`src/design/i2cbm_pkg.sv`:
```
// Shared types and constants of the I2C bit-level master.
package i2cbm_pkg;

    localparam logic [2:0] ACT_START    = 3'd0;
    localparam logic [2:0] ACT_STOP     = 3'd1;
    localparam logic [2:0] ACT_ACK      = 3'd2;
    localparam logic [2:0] ACT_NACK     = 3'd3;
    localparam logic [2:0] ACT_WAIT_ACK = 3'd4;
    localparam logic [2:0] ACT_WRITE    = 3'd5;
    localparam logic [2:0] ACT_READ     = 3'd6;
    localparam logic [2:0] ACT_NONE     = 3'd7;

    localparam logic [1:0] ST_OK       = 2'd0;
    localparam logic [1:0] ST_BUS_BUSY = 2'd1;
    localparam logic [1:0] ST_SDA_HIGH = 2'd2;

    typedef logic [2:0] step_t;
    localparam step_t STEP0 = 3'd0;
    localparam step_t STEP1 = 3'd1;
    localparam step_t STEP2 = 3'd2;
    localparam step_t STEP3 = 3'd3;
    localparam step_t STEP4 = 3'd4;

    localparam logic [3:0] BYTE_BITS   = 4'd8;
    localparam int         DELAY_W     = 16;
    localparam logic [DELAY_W-1:0] DELAY_RESET = 16'd50;

    localparam logic [1:0] REG_DELAY_ADDR = 2'd0;

    // tick queue between front and back
    localparam int QAW    = 2;
    localparam int QDEPTH = 1 << QAW;

    typedef struct packed {
        logic       go;          // tick carries a command that can start
        logic [2:0] action;
        logic [7:0] write_data;
        logic       sda_in;
    } tick_t;

endpackage

```
`src/design/i2c_bit_level_master.sv`:
```
// Top level of the I2C bit-level master: config register, front queue and sequencer.
//
//   channel   dir  handshake          payload
//   s_        in   s_tvalid/s_tready  tdata: write_data, sda_in; tuser: cmd_valid, action
//   m_        out  m_tvalid/m_tready  tdata: scl, sda, busy, done, status, read_data, ack
//   apb       in   psel/penable       delay_ticks at byte address 0
//
// One tick item is taken per cycle while s_tready is high; its result passes through the
// tick queue and is then registered in the output register.
// The wait down-counter counts down once per tick item; the sequencer step advances when it reaches zero.
// Reset is synchronous: lines released, sequencer idle, delay_ticks back to 50.
// A stalled m_tready holds the result; the four-entry tick queue then fills and
// s_tready drops until the result is taken.
module i2c_bit_level_master import i2cbm_pkg::*; (
    input  logic        aclk,
    input  logic        aresetn,
    input  logic        s_tvalid,
    output logic        s_tready,
    input  logic [15:0] s_tdata,   // [7:0] write_data, [8] sda_in
    input  logic [3:0]  s_tuser,   // [0] cmd_valid, [3:1] action
    output logic        m_tvalid,
    input  logic        m_tready,
    output logic [15:0] m_tdata,   // [0] scl_out, [1] sda_out, [2] busy_res, [3] done_res,
                                   // [5:4] status, [13:6] read_data, [14] ack_seen
    input  logic        psel,
    input  logic        penable,
    input  logic        pwrite,
    input  logic [1:0]  paddr,
    input  logic [31:0] pwdata,
    output logic [31:0] prdata,
    output logic        pready
);

    logic [DELAY_W-1:0] delay_reg;
    logic               q_valid, q_ready;
    tick_t              q_tick;

    assign pready = 1'b1;
    assign prdata = (paddr == REG_DELAY_ADDR) ? {{(32-DELAY_W){1'b0}}, delay_reg} : 32'd0;

    always_ff @(posedge aclk) begin
        if (!aresetn) begin
            delay_reg <= DELAY_RESET;
        end else if (psel && penable && pwrite && pready && paddr == REG_DELAY_ADDR) begin
            delay_reg <= pwdata[DELAY_W-1:0];
        end
    end

    i2cbm_front u_front (
        .aclk     (aclk),
        .aresetn  (aresetn),
        .s_tvalid (s_tvalid),
        .s_tready (s_tready),
        .s_tdata  (s_tdata),
        .s_tuser  (s_tuser),
        .q_valid  (q_valid),
        .q_ready  (q_ready),
        .q_tick   (q_tick)
    );

    i2cbm_back u_back (
        .aclk        (aclk),
        .aresetn     (aresetn),
        .delay_ticks (delay_reg),
        .q_valid     (q_valid),
        .q_ready     (q_ready),
        .q_tick      (q_tick),
        .m_tvalid    (m_tvalid),
        .m_tready    (m_tready),
        .m_tdata     (m_tdata)
    );

endmodule

```
`src/design/i2cbm_front.sv`:
```
// Front end: accepts ticks, classifies commands, queues them for the sequencer.
module i2cbm_front import i2cbm_pkg::*; (
    input  logic        aclk,
    input  logic        aresetn,
    input  logic        s_tvalid,
    output logic        s_tready,
    input  logic [15:0] s_tdata,   // [7:0] write_data, [8] sda_in
    input  logic [3:0]  s_tuser,   // [0] cmd_valid, [3:1] action
    output logic        q_valid,
    input  logic        q_ready,
    output tick_t       q_tick
);

    tick_t          entry_reg [QDEPTH];
    logic [QAW-1:0] wr_ptr_reg, wr_ptr_next;
    logic [QAW-1:0] rd_ptr_reg, rd_ptr_next;
    logic [QAW:0]   count_reg, count_next;
    tick_t          in_tick;
    logic           push, pop;

    always_comb begin
        in_tick.go         = s_tuser[0] && (s_tuser[3:1] != ACT_NONE);
        in_tick.action     = s_tuser[3:1];
        in_tick.write_data = s_tdata[7:0];
        in_tick.sda_in     = s_tdata[8];
    end

    assign s_tready = (count_reg != QDEPTH[QAW:0]);
    assign q_valid  = (count_reg != '0);
    assign q_tick   = entry_reg[rd_ptr_reg];
    assign push     = s_tvalid && s_tready;
    assign pop      = q_valid && q_ready;

    always_comb begin
        wr_ptr_next = push ? wr_ptr_reg + 1'b1 : wr_ptr_reg;
        rd_ptr_next = pop ? rd_ptr_reg + 1'b1 : rd_ptr_reg;
        count_next  = count_reg;
        if (push && !pop) begin
            count_next = count_reg + 1'b1;
        end else if (pop && !push) begin
            count_next = count_reg - 1'b1;
        end
    end

    always_ff @(posedge aclk) begin
        if (!aresetn) begin
            wr_ptr_reg <= '0;
            rd_ptr_reg <= '0;
            count_reg  <= '0;
        end else begin
            wr_ptr_reg <= wr_ptr_next;
            rd_ptr_reg <= rd_ptr_next;
            count_reg  <= count_next;
        end
    end

    always_ff @(posedge aclk) begin
        if (push) begin
            entry_reg[wr_ptr_reg] <= in_tick;
        end
    end

endmodule

```
`src/design/i2cbm_back.sv`:
```
// Back end: bus sequencer that plays out commands tick by tick, with output register.
module i2cbm_back import i2cbm_pkg::*; (
    input  logic               aclk,
    input  logic               aresetn,
    input  logic [DELAY_W-1:0] delay_ticks,
    input  logic               q_valid,
    output logic               q_ready,
    input  tick_t              q_tick,
    output logic               m_tvalid,
    input  logic               m_tready,
    output logic [15:0]        m_tdata   // [0] scl_out, [1] sda_out, [2] busy_res,
                                         // [3] done_res, [5:4] status,
                                         // [13:6] read_data, [14] ack_seen
);

    logic [2:0]         act_reg, act_next;
    step_t              step_reg, step_next;
    logic [DELAY_W-1:0] wait_reg, wait_next;
    logic [3:0]         bits_reg, bits_next;
    logic [7:0]         shift_reg, shift_next;
    logic               run_reg, run_next;
    logic               scl_reg, scl_next;
    logic               sda_reg, sda_next;
    logic [1:0]         status_reg, status_next;
    logic               ack_reg, ack_next;
    logic [7:0]         rdat_reg, rdat_next;
    logic               done;

    logic               out_valid_reg;
    logic [15:0]        out_data_reg;

    logic               take, do_it;
    step_t              cur_step;
    logic [DELAY_W-1:0] dly_eff, wait_dec;

    assign q_ready = !out_valid_reg || m_tready;
    assign take    = q_valid && q_ready;
    assign dly_eff = (delay_ticks == '0) ? {{(DELAY_W-1){1'b0}}, 1'b1} : delay_ticks;
    assign wait_dec = (wait_reg != '0) ? wait_reg - 1'b1 : wait_reg;

    always_comb begin
        act_next    = act_reg;
        step_next   = step_reg;
        wait_next   = wait_reg;
        bits_next   = bits_reg;
        shift_next  = shift_reg;
        run_next    = run_reg;
        scl_next    = scl_reg;
        sda_next    = sda_reg;
        status_next = status_reg;
        ack_next    = ack_reg;
        rdat_next   = rdat_reg;
        done        = 1'b0;
        do_it       = 1'b0;
        cur_step    = step_reg;

        if (take) begin
            if (run_reg) begin
                wait_next = wait_dec;
                do_it     = (wait_dec == '0);
            end else if (q_tick.go) begin
                run_next   = 1'b1;
                act_next   = q_tick.action;
                cur_step   = STEP0;
                bits_next  = (q_tick.action == ACT_WRITE || q_tick.action == ACT_READ)
                             ? BYTE_BITS : 4'd0;
                shift_next = (q_tick.action == ACT_WRITE) ? q_tick.write_data : 8'd0;
                do_it      = 1'b1;
            end
        end

        if (do_it) begin
            unique case (act_next)
                ACT_START: begin
                    if (cur_step == STEP0) begin
                        sda_next = 1'b1; scl_next = 1'b1;
                        wait_next = dly_eff; step_next = STEP1;
                    end else if (cur_step == STEP1) begin
                        if (!q_tick.sda_in) begin
                            run_next = 1'b0; done = 1'b1; status_next = ST_BUS_BUSY;
                            step_next = STEP0; wait_next = '0;
                        end else begin
                            sda_next = 1'b0;
                            wait_next = dly_eff; step_next = STEP2;
                        end
                    end else if (cur_step == STEP2) begin
                        if (q_tick.sda_in) begin
                            run_next = 1'b0; done = 1'b1; status_next = ST_SDA_HIGH;
                            step_next = STEP0; wait_next = '0;
                        end else begin
                            scl_next = 1'b0;
                            wait_next = dly_eff; step_next = STEP3;
                        end
                    end else begin
                        run_next = 1'b0; done = 1'b1; status_next = ST_OK;
                        step_next = STEP0; wait_next = '0;
                    end
                end
                ACT_STOP: begin
                    if (cur_step == STEP0) begin
                        scl_next = 1'b0; wait_next = dly_eff; step_next = STEP1;
                    end else if (cur_step == STEP1) begin
                        sda_next = 1'b0; wait_next = dly_eff; step_next = STEP2;
                    end else if (cur_step == STEP2) begin
                        scl_next = 1'b1; wait_next = dly_eff; step_next = STEP3;
                    end else if (cur_step == STEP3) begin
                        sda_next = 1'b1; wait_next = dly_eff; step_next = STEP4;
                    end else begin
                        run_next = 1'b0; done = 1'b1; status_next = ST_OK;
                        step_next = STEP0; wait_next = '0;
                    end
                end
                ACT_ACK, ACT_NACK: begin
                    if (cur_step == STEP0) begin
                        scl_next = 1'b0; wait_next = dly_eff; step_next = STEP1;
                    end else if (cur_step == STEP1) begin
                        sda_next = (act_next == ACT_NACK);
                        wait_next = dly_eff; step_next = STEP2;
                    end else if (cur_step == STEP2) begin
                        scl_next = 1'b1; wait_next = dly_eff; step_next = STEP3;
                    end else if (cur_step == STEP3) begin
                        scl_next = 1'b0; wait_next = dly_eff; step_next = STEP4;
                    end else begin
                        run_next = 1'b0; done = 1'b1; status_next = ST_OK;
                        step_next = STEP0; wait_next = '0;
                    end
                end
                ACT_WAIT_ACK: begin
                    if (cur_step == STEP0) begin
                        scl_next = 1'b0; wait_next = dly_eff; step_next = STEP1;
                    end else if (cur_step == STEP1) begin
                        sda_next = 1'b1; wait_next = dly_eff; step_next = STEP2;
                    end else if (cur_step == STEP2) begin
                        scl_next = 1'b1; wait_next = dly_eff; step_next = STEP3;
                    end else begin
                        ack_next = !q_tick.sda_in; scl_next = 1'b0;
                        run_next = 1'b0; done = 1'b1; status_next = ST_OK;
                        step_next = STEP0; wait_next = '0;
                    end
                end
                ACT_WRITE: begin
                    if (cur_step == STEP0) begin
                        scl_next = 1'b0; wait_next = dly_eff; step_next = STEP1;
                    end else if (cur_step == STEP1) begin
                        sda_next   = shift_next[7];
                        shift_next = {shift_next[6:0], 1'b0};
                        wait_next  = dly_eff; step_next = STEP2;
                    end else if (cur_step == STEP2) begin
                        scl_next = 1'b1;
                        if (bits_next != 4'd0) bits_next = bits_next - 4'd1;
                        wait_next = dly_eff; step_next = STEP3;
                    end else begin
                        scl_next = 1'b0;
                        if (bits_next != 4'd0) begin
                            wait_next = dly_eff; step_next = STEP1;
                        end else begin
                            run_next = 1'b0; done = 1'b1; status_next = ST_OK;
                            step_next = STEP0; wait_next = '0;
                        end
                    end
                end
                default: begin
                    // read byte
                    if (cur_step == STEP0) begin
                        sda_next = 1'b1; scl_next = 1'b0;
                        wait_next = dly_eff; step_next = STEP1;
                    end else if (cur_step == STEP1) begin
                        scl_next = 1'b1; wait_next = dly_eff; step_next = STEP2;
                    end else begin
                        shift_next = {shift_next[6:0], q_tick.sda_in};
                        if (bits_next != 4'd0) bits_next = bits_next - 4'd1;
                        scl_next = 1'b0;
                        if (bits_next != 4'd0) begin
                            wait_next = dly_eff; step_next = STEP1;
                        end else begin
                            rdat_next = shift_next;
                            run_next = 1'b0; done = 1'b1; status_next = ST_OK;
                            step_next = STEP0; wait_next = '0;
                        end
                    end
                end
            endcase
        end
    end

    always_ff @(posedge aclk) begin
        if (!aresetn) begin
            act_reg       <= ACT_START;
            step_reg      <= STEP0;
            wait_reg      <= '0;
            bits_reg      <= '0;
            shift_reg     <= '0;
            run_reg       <= 1'b0;
            scl_reg       <= 1'b1;
            sda_reg       <= 1'b1;
            status_reg    <= ST_OK;
            ack_reg       <= 1'b0;
            rdat_reg      <= '0;
            out_valid_reg <= 1'b0;
        end else begin
            act_reg    <= act_next;
            step_reg   <= step_next;
            wait_reg   <= wait_next;
            bits_reg   <= bits_next;
            shift_reg  <= shift_next;
            run_reg    <= run_next;
            scl_reg    <= scl_next;
            sda_reg    <= sda_next;
            status_reg <= status_next;
            ack_reg    <= ack_next;
            rdat_reg   <= rdat_next;
            if (take) begin
                out_valid_reg <= 1'b1;
            end else if (m_tready) begin
                out_valid_reg <= 1'b0;
            end
        end
    end

    always_ff @(posedge aclk) begin
        if (take) begin
            out_data_reg <= {1'b0, ack_next, rdat_next, status_next,
                             done, run_next, sda_next, scl_next};
        end
    end

    assign m_tvalid = out_valid_reg;
    assign m_tdata  = out_data_reg;

endmodule

```
`config.mk`:
```
export PLATFORM = sky130hd
export DESIGN_NAME = i2c_bit_level_master
export DESIGN_NICKNAME = d
export VERILOG_FILES = /design/src/design/i2cbm_pkg.sv /design/src/design/i2c_bit_level_master.sv /design/src/design/i2cbm_front.sv /design/src/design/i2cbm_back.sv
export SDC_FILE = /design/constraint.sdc
export NUM_CORES = 1
export LEC_CHECK = 0
export BUFFER_PORTS_ARGS = -buffer_cell sky130_fd_sc_hd__buf_2
export CAP_MARGIN = 25
export CORE_UTILIZATION = 40
export CTS_BUF_LIST = sky130_fd_sc_hd__clkbuf_4 sky130_fd_sc_hd__clkbuf_8
export DETAILED_ROUTE_END_ITERATION = 6
export SLEW_MARGIN = 15
export SYNTH_ARGS = -nofsm -noshare
export SYNTH_HDL_FRONTEND = slang
export SYNTH_HIERARCHICAL = 1
export SYNTH_SLANG_ARGS = --single-unit
```
`constraint.sdc`:
```
create_clock -name aclk -period 4.2 [get_ports aclk]
set_clock_uncertainty 0.1 [all_clocks]
set_input_delay 0.84 -clock aclk [delete_from_list [all_inputs] [get_ports aclk]]
set_output_delay 0.84 -clock aclk [all_outputs]
set_load 0.02 [all_outputs]
```
Word-level counts from Yosys, hierarchy flattened

Memories as Yosys holds them, arrays and structs flattened. A register that Yosys moved wholly into a read port is not among the register bits.
Cells that the tools add are included.

$add $sub $neg: 6
Eq/ne operators: 12
Mux-type cells: 197
Reductions and logical operators: 33

Operators by type and width:

| kind                  | number |
|---|---|
| $mux 16               | 25 |
| $mux 8                | 14 |
| $mux 1                | 87 |
| $pmux 16 s4           | 1 |
| $mux 3                | 21 |
| $mux 4                | 15 |
| $mux 2                | 26 |
| $logic_not 16->1      | 2 |
| $pmux 8 s2            | 1 |
| $reduce_bool 16->1    | 1 |
| $sub 16x1->16 const B | 1 |
| $eq 3x2->1 const B    | 4 |
| $eq 3x3->1 const B    | 4 |
| $pmux 1 s4            | 3 |
| $pmux 3 s4            | 1 |
| $logic_and 1x1->1     | 8 |
| $pmux 2 s4            | 1 |
| $pmux 4 s2            | 1 |
| $reduce_bool 2->1     | 4 |
| $reduce_bool 4->1     | 2 |
| $eq 3x1->1 const B    | 2 |
| $logic_not 3->1       | 2 |
| $ne 3x3->1 const B    | 2 |
| $reduce_or 6->1       | 1 |
| other kinds (13)      | 19 |

Flip-flop bits (word level): 87
Bits in writable memories: 52
Bits of input ports: 61
Output and inout port bits: 51
Word-level logic and storage cells: 267
Memories: 1

Memory list:

| memory            | words | width | read ports | clocked after memory_dff | wr ports | RTL line          | RTL |
|---|---|---|---|---|---|---|---|
| u_front.entry_reg | 4     | 13    | 1          | 1                        | 1        | i2cbm_front.sv:14 | `tick_t entry_reg [QDEPTH];` |

Depth between registers and ports, before layout

Depth after elaboration: 18
Depth in mapped cells: 18
Gate-level depth less buffers: 13

Cells and area by module

The synthesis kept the hierarchy.

By module, submodules not included:

| module               | times used | cells an instance | area each (um2) | sequential area each (um2) |
|---|---|---|---|---|
| i2cbm_back           | 1          | 560               | 4473.0          | 1431.4 |
| i2cbm_front          | 1          | 117               | 2394.8          | 1741.7 |
| i2c_bit_level_master | 1          | 108               | 907.1           | 320.3 |

Worst setup path before layout

Ideal clock, no wire load.

Path kind: register -> register
Start: reg with a tool-made name
End: reg u_back.out_data_reg[8] (netlist: u_back/m_tdata[8]) (data pin)
Library setup time: 262 ps
Data arrival time: 4220 ps
Data required time: 3838 ps
Slack: -382 ps
Cell stages (with the launch flop): 19
Buffers on the path: 6
Clock period less this slack: 4582 ps
Path through: dfxtp_1 > buf_6 > mux4_2 > nor2b_1 > nand3_1 > clkbuf_1 > clkbuf_1 > buf_1 > nand2_1 > ha_1 > clkbuf_1 > xnor2_1 > a32oi_1 > o21ai_0 > a32o_1 > nand2_1 > a21oi_2 > buf_4 > mux2_1

RTL lines:

| element              | RTL line          | RTL |
|---|---|---|
| to (signal assigned) | i2cbm_back.sv:222 | `out_data_reg <= {1'b0, ack_next, rdat_next, status_next,` |
| to (decl)            | i2cbm_back.sv:30  | `logic [15:0] out_data_reg;` |

==> impl_metrics.tcl <==
set metrics [dict create \
    tritoncts_clock_tree "done" \
    power.total_uw 5767 \
    clockPowerShare_pct 20.0 \
    finalSetupTns_ps 0 \
    setup.worst_path.end_class "flop" \
    worst_setup_path_start_kind "flop" \
    critical_path_data_arrival_time_ps 3950 \
    number_of_buffers_created_by_cts 17 \
    worstHoldPathType "reg -> reg" \
    leakage_uw 0.003310 \
    peakVddDrop_v 0.0002928 \
    total_count_of_max_transition_violations_in_the_final_report 0 \
    drv_cap 0 \
    globalRoute.totalOverflow 0 \
    floorplan.die.height_um 141.4 \
    grt_start_max_net_pins 46 \
    timing.final.crit_share_pct 91.31 \
    fmax_ghz 0.2608 \
    p_int_uw 3222 \
    ffs_latches_synth 141 \
    min-delay-start "u_back/rdat_reg[4]" \
    swShare_pct 44.14 \
    drt-wirelength-per-cell_um 17.12 \
    timing.critical_path.fanout_max 8 \
    critPathRequiredTime_ps 4320 \
    route.vias.total 6218 \
    hpwl_um 13380 \
    setup_failing_eps_final 0 \
    die-area_sq_um 20000 \
    dpl.cell_count 1088 \
    antenna-diode-count 0 \
    cts.reportedPaths.clkPinSlew_ps 90 \
    netlist-cell-type-count 89 \
    yosysSeqAreaShare_pct 44.93 \
    post_synth_instance_area_sq_um 7775 \
    fin_hold_ws_ps 361.6 \
    hold_violations 0 \
    maximum_level_of_the_cts_h_tree 4 \
    insertion_delay_ps 460 \
    multi_input_comb_area_sq_um 3862 \
    cts_hold_buf 0 \
    layout_commonest_cell "sky130_fd_sc_hd__nand2_1" \
    fp.coreArea_sq_um 18890 \
    share_of_cells_above_drive_strength_1_pct 20.47 \
    postSynthAreaPerCell_sq_um 9.904 \
    global_route_wire_length_before_repair_um 30800 \
    clockRootBuffer "sky130_fd_sc_hd__clkbuf_8" \
    status "completed" \
    instances_no_fill 1120 \
    timing.slew.headroom_pct 37.86 \
    fin_util_pct 46.31 \
    global_route.usage.total_pct 19.84 \
    seq_power_share_pct 33.0 \
    ioPinCount 112 \
    largest_register_ffs 52 \
    initial_antenna_violation_count 0 \
    unrepaired_setup_endpoints_after_global_routing "false" \
    criticalPathCategory "reg -> reg" \
    finish.net_count 916 \
    floorplan.initialDensity_pct 41.15 \
    final_cell_mix "sky130_fd_sc_hd__nand2_1, sky130_fd_sc_hd__dfxtp_1, sky130_fd_sc_hd__buf_2" \
    num-fill-cells 1813 \
    power_switching_uw 2545 \
    io_buffers 70 \
    sequential_cell_area_sq_um 3493 \
    detailedRoute.firstIterationViolations 531 \
    edff_count_synth 67 \
    ant_nets 0 \
    synth_top_flop_cell "sky130_fd_sc_hd__dfxtp_1" \
    fin_crit_ps 3835 \
    worst_max_slew_pin_slew_ps 925.0 \
    proportion_of_register_bits_with_asynchronous_set_or_reset_after_synthesis_pct 0 \
    gp_congestion 0.9495 \
    cts.repair_timing.setup_buffer_count 0 \
    drt_first_pass_iters 6 \
    die_w_um 141.4 \
    postRouteWirelength_um 19170 \
    syn_to_final_growth_pct 12.54 \
    tritoncts_num_sinks 141 \
    vias_in_the_first_global_route 5731 \
    post_synth_inst_count 785 \
    synth.yosys.warnings 6 \
    clock_path_buffers 2 \
    combPwrFrac_pct 47.0 \
    row_count 50 \
    vias_per_cell 5.552 \
    drc 0 \
    power-per-cell-area_nw_per_um2 659.1 \
]
## routing by layer
layer,wire length [um],GRT usage (%),up-vias
met5,0,0,-
met4,282,5.886,0
met3,1217,4.590,24
met2,8522,30.15,244
met1,9151,28.11,2924
li1,-,-,3026
## worst paths after layout
path,cells after the start,slack (ps),end
worst max register to register,13,370,u_back/m_tdata[8]
worst min-delay path,2,360,u_back/rdat_reg[4]
worst min register to register,2,360,u_back/rdat_reg[4]
worst max-delay path,13,370,u_back/m_tdata[8]
## worst max-delay path: stages (launching register included)
cell	delay, ps
sky130_fd_sc_hd__dfxtp_1	360
sky130_fd_sc_hd__mux4_2	570
sky130_fd_sc_hd__nor2b_2	240
sky130_fd_sc_hd__nand3_2	160
sky130_fd_sc_hd__and2_1	190
sky130_fd_sc_hd__inv_1	60
sky130_fd_sc_hd__ha_1	260
sky130_fd_sc_hd__xnor2_1	170
sky130_fd_sc_hd__a32oi_1	110
sky130_fd_sc_hd__o21ai_0	160
sky130_fd_sc_hd__a32o_1	310
sky130_fd_sc_hd__nand2_1	140
sky130_fd_sc_hd__a21oi_2	400
sky130_fd_sc_hd__mux2_1	380
## final cells by class
type,count,area share (%)
tap,260,3.718
clock inverter,15,2.231
sequential,141,39.93
timing repair buffer,94,6.063
clock buffer,17,2.674
multi-input combinational,564,44.14
inverter,29,1.244
## timing repair
| action | CTS | global route |
|---|---|---|
| setup endpoints to repair | 0 | 10 |
| hold endpoints to repair | 0 | 0 |
| gates resized for setup | 0 | 1 |
## per-stage QoR
step	worst slack, ps	cell area, sq um
floorplan	14.46	7843
finish	365.2	8750
global placement	258.2	8318
CTS	218.5	8747
detailed placement	235.8	8318
global route	103.8	8750
## power by group through the flow
| stage | clock, uW | sequential, uW | combinational [uW] |
|---|---|---|---|
| global route | 1250 | 1930 | 2950 |
| finish | 1150 | 1900 | 2710 |
| global placement | 0 | 1930 | 2680 |
| CTS | 1190 | 1900 | 2680 |
| floorplan | 0 | 1930 | 1960 |
| detailed placement | 0 | 1930 | 2670 |
## logic make-up after synthesis
logic type,after synthesis,synth area share [%]
other,3,0.1448
and+or+nand+nor,278,18.12
AOI/OAI and AO/OA,185,17.14
muxes,65,10.85
adders and majority gates,8,1.384
xor gates and xnor gates,10,1.126
buffers and inverters,95,6.308
DFF,141,44.93
## synth_stat cells (22+ instances only)
cell type / n / share of area, %
sky130_fd_sc_hd__nand2_1: 96 / 4.6
sky130_fd_sc_hd__dfxtp_1: 74 / 19
sky130_fd_sc_hd__edfxtp_1: 67 / 26
sky130_fd_sc_hd__nor2_1: 45 / 2.2
sky130_fd_sc_hd__o21ai_0: 38 / 2.4
sky130_fd_sc_hd__mux2i_1: 37 / 4.8
sky130_fd_sc_hd__a21oi_1: 33 / 2.1
sky130_fd_sc_hd__clkbuf_1: 30 / 1.4
sky130_fd_sc_hd__nor3_1: 28 / 1.8
sky130_fd_sc_hd__inv_1: 26 / 1.3
sky130_fd_sc_hd__and2_1: 24 / 1.9
sky130_fd_sc_hd__nand3_1: 22 / 1.4
Power figures use the tool's default switching activity.
